==> src/rtl/spq_pkg.sv <==
// spq_pkg: shared types and codes for the sorted priority queue
// request and response beats, cell entry, cell command, cell position, sequencer states
// no dependencies
package spq_pkg;

  localparam logic REQ_ENQ = 1'b0;
  localparam logic REQ_DEQ = 1'b1;

  localparam logic [1:0] STATUS_DONE  = 2'd0;
  localparam logic [1:0] STATUS_EMPTY = 2'd1;
  localparam logic [1:0] STATUS_FULL  = 2'd2;

  localparam int unsigned FILL_W = 5;

  typedef struct packed {
    logic               req_type;
    logic signed [31:0] item_data;
    logic signed [31:0] item_key;
  } req_t;

  typedef struct packed {
    logic signed [31:0] out_data;
    logic signed [31:0] out_key;
    logic [1:0]         status;
    logic [FILL_W-1:0]  fill_count;
  } rsp_t;

  typedef struct packed {
    logic signed [31:0] data;
    logic signed [31:0] key;
  } entry_t;

  // broadcast to every cell in the row
  typedef struct packed {
    logic   ins;
    logic   del;
    entry_t new_entry;
  } cell_cmd_t;

  // where a cell sits relative to the current fill level
  typedef struct packed {
    logic occupied;
    logic at_tail;
  } cell_pos_t;

  typedef enum logic {
    ST_IDLE,
    ST_EXEC
  } state_t;

endpackage

==> src/rtl/spq_cell.sv <==
// spq_cell: one slot of the sorted row, holds a single entry
// compares its key with the incoming key and shifts left or right on command
// depends on spq_pkg
module spq_cell (
  input  logic               clk,
  input  spq_pkg::cell_cmd_t cmd,
  input  spq_pkg::cell_pos_t pos,
  input  spq_pkg::entry_t    left_entry,
  input  logic               left_ge,
  input  spq_pkg::entry_t    right_entry,
  output spq_pkg::entry_t    entry,
  output logic               ge
);

  // row is sorted, so ge is monotone along the occupied cells
  assign ge = pos.occupied && (entry.key >= cmd.new_entry.key);

  always_ff @(posedge clk) begin
    if (cmd.ins) begin
      if (left_ge) begin
        entry <= left_entry;
      end else if (ge || pos.at_tail) begin
        entry <= cmd.new_entry;
      end
    end else if (cmd.del) begin
      entry <= right_entry;
    end
  end

endmodule

==> src/rtl/sorted_priority_queue_unit.sv <==
// sorted_priority_queue_unit: top level of the min-first sorted priority queue
// a row of spq_cell slots plus the request sequencer and response register
// depends on spq_pkg and spq_cell
//
// The queue holds up to QUEUE_DEPTH entries (data and signed key) in a row of
// cells kept in ascending key order, smallest at cell 0. An enqueue beat puts
// its entry in front of the first stored entry whose key is greater than or
// equal to its own, so the newest wins among equal keys; a dequeue beat pops
// cell 0. Every request beat gives exactly one response beat carrying the
// popped entry (zero otherwise), a status (done, dequeue on empty, enqueue
// dropped because full) and the fill level after the request, the low five
// bits of the count. After a beat is captured, every cell compares its key
// with the new one in parallel and the entries from the insertion point, or
// all on a dequeue, shift by one slot. The row update waits while the
// previous response has not been taken, so a stalled response holds the
// next request in its capture register. No clearing pass after reset: cells
// above the fill level are never read, only the entry count is reset.
module sorted_priority_queue_unit #(
  parameter int unsigned QUEUE_DEPTH = 16
) (
  input  logic          clk,
  input  logic          rst,
  input  logic          req_valid,
  output logic          req_ready,
  input  spq_pkg::req_t req,
  output logic          rsp_valid,
  input  logic          rsp_ready,
  output spq_pkg::rsp_t rsp
);

  localparam int unsigned CW = $clog2(QUEUE_DEPTH + 1);

  spq_pkg::state_t state, state_next;
  spq_pkg::req_t   pending;
  logic [CW-1:0]   count, count_next;
  spq_pkg::rsp_t   rsp_next;
  logic            do_op;
  logic            is_full, is_empty;
  logic [CW+spq_pkg::FILL_W-1:0] count_ext;

  spq_pkg::cell_cmd_t cmd;
  spq_pkg::entry_t    cell_entry [QUEUE_DEPTH];
  logic               cell_ge    [QUEUE_DEPTH];

  // capture register for the request beat
  always_ff @(posedge clk) begin
    if (req_valid && req_ready) begin
      pending <= req;
    end
  end

  always_ff @(posedge clk) begin
    if (rst) begin
      state <= spq_pkg::ST_IDLE;
    end else begin
      state <= state_next;
    end
  end

  // row update only when the response slot is free or being emptied
  always_comb begin
    state_next = state;
    req_ready  = 1'b0;
    do_op      = 1'b0;
    case (state)
      spq_pkg::ST_IDLE: begin
        req_ready = !rst;
        if (req_valid && !rst) begin
          state_next = spq_pkg::ST_EXEC;
        end
      end
      spq_pkg::ST_EXEC: begin
        if (!rsp_valid || rsp_ready) begin
          do_op      = 1'b1;
          state_next = spq_pkg::ST_IDLE;
        end
      end
      default: begin
        state_next = spq_pkg::ST_IDLE;
      end
    endcase
  end

  assign is_full  = (count == CW'(QUEUE_DEPTH));
  assign is_empty = (count == '0);

  // commands broadcast to the cell row
  always_comb begin
    cmd.ins            = do_op && (pending.req_type == spq_pkg::REQ_ENQ) && !is_full;
    cmd.del            = do_op && (pending.req_type == spq_pkg::REQ_DEQ) && !is_empty;
    cmd.new_entry.data = pending.item_data;
    cmd.new_entry.key  = pending.item_key;
  end

  always_comb begin
    count_next = count;
    if (cmd.ins) begin
      count_next = count + CW'(1);
    end else if (cmd.del) begin
      count_next = count - CW'(1);
    end
  end

  always_ff @(posedge clk) begin
    if (rst) begin
      count <= '0;
    end else begin
      count <= count_next;
    end
  end

  // fill level reported as the low five bits of the count
  assign count_ext = {{spq_pkg::FILL_W{1'b0}}, count_next};

  // response built from the head cell before the row shifts
  always_comb begin
    rsp_next.out_data   = '0;
    rsp_next.out_key    = '0;
    rsp_next.status     = spq_pkg::STATUS_DONE;
    rsp_next.fill_count = count_ext[spq_pkg::FILL_W-1:0];
    if (pending.req_type == spq_pkg::REQ_ENQ) begin
      if (is_full) begin
        rsp_next.status = spq_pkg::STATUS_FULL;
      end
    end else if (is_empty) begin
      rsp_next.status = spq_pkg::STATUS_EMPTY;
    end else begin
      rsp_next.out_data = cell_entry[0].data;
      rsp_next.out_key  = cell_entry[0].key;
    end
  end

  always_ff @(posedge clk) begin
    if (rst) begin
      rsp_valid <= 1'b0;
    end else if (do_op) begin
      rsp_valid <= 1'b1;
    end else if (rsp_ready) begin
      rsp_valid <= 1'b0;
    end
  end

  always_ff @(posedge clk) begin
    if (do_op) begin
      rsp <= rsp_next;
    end
  end

  // the cell row: each cell sees its left neighbour for insertion shifts
  // and its right neighbour for removal shifts
  for (genvar i = 0; i < QUEUE_DEPTH; i++) begin : g_cell
    spq_pkg::cell_pos_t pos;
    spq_pkg::entry_t    left_entry;
    spq_pkg::entry_t    right_entry;
    logic               left_ge;

    assign pos.occupied = (CW'(i) < count);
    assign pos.at_tail  = (CW'(i) == count);

    if (i == 0) begin : g_head
      assign left_entry = cmd.new_entry;
      assign left_ge    = 1'b0;
    end else begin : g_body
      assign left_entry = cell_entry[i-1];
      assign left_ge    = cell_ge[i-1];
    end

    if (i == QUEUE_DEPTH - 1) begin : g_last
      assign right_entry = cell_entry[i];
    end else begin : g_inner
      assign right_entry = cell_entry[i+1];
    end

    spq_cell u_cell (
      .clk         (clk),
      .cmd         (cmd),
      .pos         (pos),
      .left_entry  (left_entry),
      .left_ge     (left_ge),
      .right_entry (right_entry),
      .entry       (cell_entry[i]),
      .ge          (cell_ge[i])
    );
  end

endmodule

==> config.mk <==
export PLATFORM = sky130hd
export DESIGN_NAME = sorted_priority_queue_unit
export DESIGN_NICKNAME = d
export VERILOG_FILES = /design/src/rtl/spq_pkg.sv /design/src/rtl/spq_cell.sv /design/src/rtl/sorted_priority_queue_unit.sv
export SDC_FILE = /design/constraint.sdc
export NUM_CORES = 2
export LEC_CHECK = 0
export BUFFER_PORTS_ARGS = -buffer_cell sky130_fd_sc_hd__buf_2
export CORE_ASPECT_RATIO = 1.75
export CORE_MARGIN = 4
export CORE_UTILIZATION = 35
export CTS_BUF_LIST = sky130_fd_sc_hd__clkbuf_8
export DETAILED_ROUTE_END_ITERATION = 7
export PLACE_DENSITY = 0.6
export SYNTH_ARGS = -nofsm -noshare
export SYNTH_HDL_FRONTEND = slang
export SYNTH_SLANG_ARGS = --single-unit
==> constraint.sdc <==
create_clock -name clk -period 23.4 [get_ports clk]
set_clock_uncertainty 0.2 [all_clocks]
set_input_delay 3.51 -clock clk [delete_from_list [all_inputs] [get_ports clk]]
set_output_delay 3.51 -clock clk [all_outputs]
set_load 0.005 [all_outputs]
==> metrics.cfg <==
[status]
run_status=finished, violations left
failed_checks=capacitance limit, slew limit

[timing]
timing.final.hold_violations=0
rsz0062_at_grt=false
worst_slew_pin_slew_ns=1.49
maxSlewViolCount=1
setup_viol=0
worst_slack_ns=15.41
max-slew-margin-rel=-0.00426
period_needed_ns=7.99
period_share=0.341
fmax_ghz=0.125
finalSetupTns_ns=0

[route]
firstDrtPassIters=6
drc=0
drt-wirelength-per-cell_um=25.9
vias=51029
drt_iter0_drc=4942
ant_nets=0
routed_via_density=5.85
routed_wl_um=226000

[cells_and_area]
syn2layout_area_growth_pct=9.28
final_common_cell=edfxtp_1
fill_cells=18544
fin_nets=6719
final_cell_mix=edfxtp_1, nand2_1, ha_1
layout-drive-gt1-share=0.0893

[yosys]
syn_area_per_cell_um2=10.9
synth-seq-area-share=0.525
ys.flop_type=edfxtp_1
synth_edf_count=1160
yosysUniqueCellTypes=71
async_reset_ff_frac=0
synth-seq-cells=1167
synth_nets=6727
syn_area_um2=66600
ys_warn_count=0
syn_inst=6141

[power_and_ir_drop]
peakVddDrop_v=0.0000381
power.density_nw_per_um2=63.8
leakage_nw=27.7

[die]
core_area_um2=189000
die_x_um=338
fp.dieArea_um2=198000
pin_count=142
row_count=211
fp.dieH_um=585
initial_core_util=0.353

[clock_tree]
clock_sinks=1167
cts_tree=yes
post_cts_buffers=0
htreeDepth=4
clk_latency_ns=0.94
clockBufferDepth=4
cts_hold_buf=0
ctsResizeCount=0
cts_buffers=184
cts_root_buffer=clkbuf_8
clkTransAtPathRegs_ns=0.07

[placement]
io_buffers=141
place_congestion=0.913
hpwl_um=148000
post-place-ws_ns=14.60

[hold_path]
hold_path.class=reg -> reg
min_from=g_cell[15].u_cell.entry[54]$_DFFE_PP_

[global_routing]
grt_pass1_wl_um=332000
grt_pass1_vias=51403
antenna_found_initial=8
grt_use_total=0.223
gr-total-overflow=0
grt_max_degree=191

[setup_path]
startpoint_type=primary input
ff2ff_setup_slack_ns=15.80
cp_max_fo=110
cp_data_required_time_ns=23.81
crit_start=rsp_ready
cp_data_arrival_time_ns=8.40
path_class=in -> reg
cp-end-kind=flip-flop
r2r_start=cmd[18]$_DFFE_PP_

[run]
drv_cap=1

## cells in the mapped netlist, types with 4 or more instances
| cell type | instances | share of area |
|---|---|---|
| mux2_4 | 10 | 0.0023 |
| a221oi_1 | 9 | 0.0012 |
| nor3b_1 | 4 | 0.00045 |
| nand4_1 | 114 | 0.011 |
| a2111oi_0 | 10 | 0.0013 |
| nand3_1 | 427 | 0.032 |
| ha_1 | 517 | 0.097 |
| o21ai_1 | 87 | 0.0065 |
| buf_1 | 10 | 0.00056 |
| a21oi_1 | 412 | 0.031 |
| mux2i_1 | 501 | 0.075 |
| nand2_1 | 1013 | 0.057 |
| nor2_1 | 227 | 0.013 |
| o2111ai_1 | 4 | 0.00053 |
| nor4_1 | 14 | 0.0013 |
| or3_1 | 11 | 0.0010 |
| o21ai_0 | 381 | 0.029 |
| mux2_1 | 14 | 0.0024 |
| nor3_1 | 24 | 0.0018 |
| nand2b_1 | 10 | 0.00094 |
| a21o_1 | 34 | 0.0038 |
| a211oi_1 | 19 | 0.0021 |
| o311ai_0 | 6 | 0.00079 |
| o21a_1 | 10 | 0.0011 |
| and3_1 | 5 | 0.00047 |
| inv_1 | 60 | 0.0034 |
| and4_1 | 6 | 0.00079 |
| nor2b_1 | 27 | 0.0025 |
| buf_6 | 7 | 0.0012 |
| clkbuf_1 | 329 | 0.019 |
| o2bb2ai_1 | 5 | 0.00066 |
| dfxtp_1 | 7 | 0.0021 |
| a21boi_0 | 6 | 0.00068 |
| edfxtp_1 | 1160 | 0.52 |
| or4_1 | 9 | 0.0010 |
| and2_1 | 70 | 0.0066 |
| o221ai_1 | 13 | 0.0017 |
| a31oi_1 | 17 | 0.0016 |
| buf_4 | 24 | 0.0027 |
| o211ai_1 | 368 | 0.041 |
| buf_2 | 68 | 0.0051 |
| mux2_2 | 41 | 0.0069 |
## routing by layer
layer,global-route usage,up-vias,wire (µm)
li1,-,23181,-
met1,0.250,25145,82600
met2,0.386,2032,112000
met3,0.0266,671,12700
met4,0.166,0,18900
met5,0,-,0
## through the flow
stage                     total power [mW]  instances  hold slack [ns]  instance area, µm²   util
after floorplan                       2.84       6141            0.296               66600      -
after global placement                3.03       8396            0.304               69700  0.368
after detailed placement              3.04       8396            0.316               69700  0.368
after CTS                             4.68       8712            0.328               72800  0.385
after global routing                  4.81       8713            0.357               72800  0.385
final                                 4.64       8718            0.326               72800  0.385
## critical path: stages
cell and delay, ns:
buf_2 0.11, nand2b_1 0.13, nand2_1 0.19, or3_4 0.75
buf_4 0.86, buf_4 0.60, buf_4 0.90, buf_4 0.95
o21ai_0 0.24
## cells by family (layout without fill, tap and decap cells)
group                      after synthesis  in the layout  synth area share
AOI/OAI and AO/OA                     1407           1407             0.127
xor gates and xnor gates                 4              4          0.000526
adders and majority gates              517            517            0.0971
buffers and inverters                  501            623            0.0323
DFF                                   1167           1167             0.525
muxes                                  566            566            0.0868
other                                    0              6                 0
and+or+nand+nor                       1979           1979             0.132
## path summary, 6_finish.rpt
path,cells after the start,endpoint
setup / recovery,9,g_cell[1].u_cell.entry[36]$_DFFE_PP_
hold / removal,2,g_cell[14].u_cell.entry[54]$_DFFE_PP_
setup reg to reg,12,g_cell[11].u_cell.entry[22]$_DFFE_PP_
hold reg to reg,2,g_cell[14].u_cell.entry[54]$_DFFE_PP_
## flip-flops by register name, summed over array words and instances, names as in the netlist
signal	cells
rsp_valid	1
g_cell.u_cell.entry	1024
rsp	71
count	5
cmd	64
state	1
pending	1
## power breakdown
| part | internal (mW) | switching [mW] |
|---|---|---|
| clock | 0.761 | 0.881 |
| combinational | 0.168 | 0.357 |
| sequential | 2.41 | 0.0702 |
| total | 3.34 | 1.31 |
## area by class of cell
type / count / area, µm² / area share
Sequential cell: 1167 / 35000 / 0.480
Tap cell: 2449 / 3060 / 0.0421
Inverter: 60 / 228 / 0.00313
Clock buffer: 187 / 2570 / 0.0353
Multi-Input combinational cell: 4473 / 29900 / 0.410
Timing Repair Buffer: 247 / 1540 / 0.0211
Clock inverter: 129 / 579 / 0.00795
Antenna cell: 6 / 15.0 / 0.000206
Power figures use the tool's default switching activity.
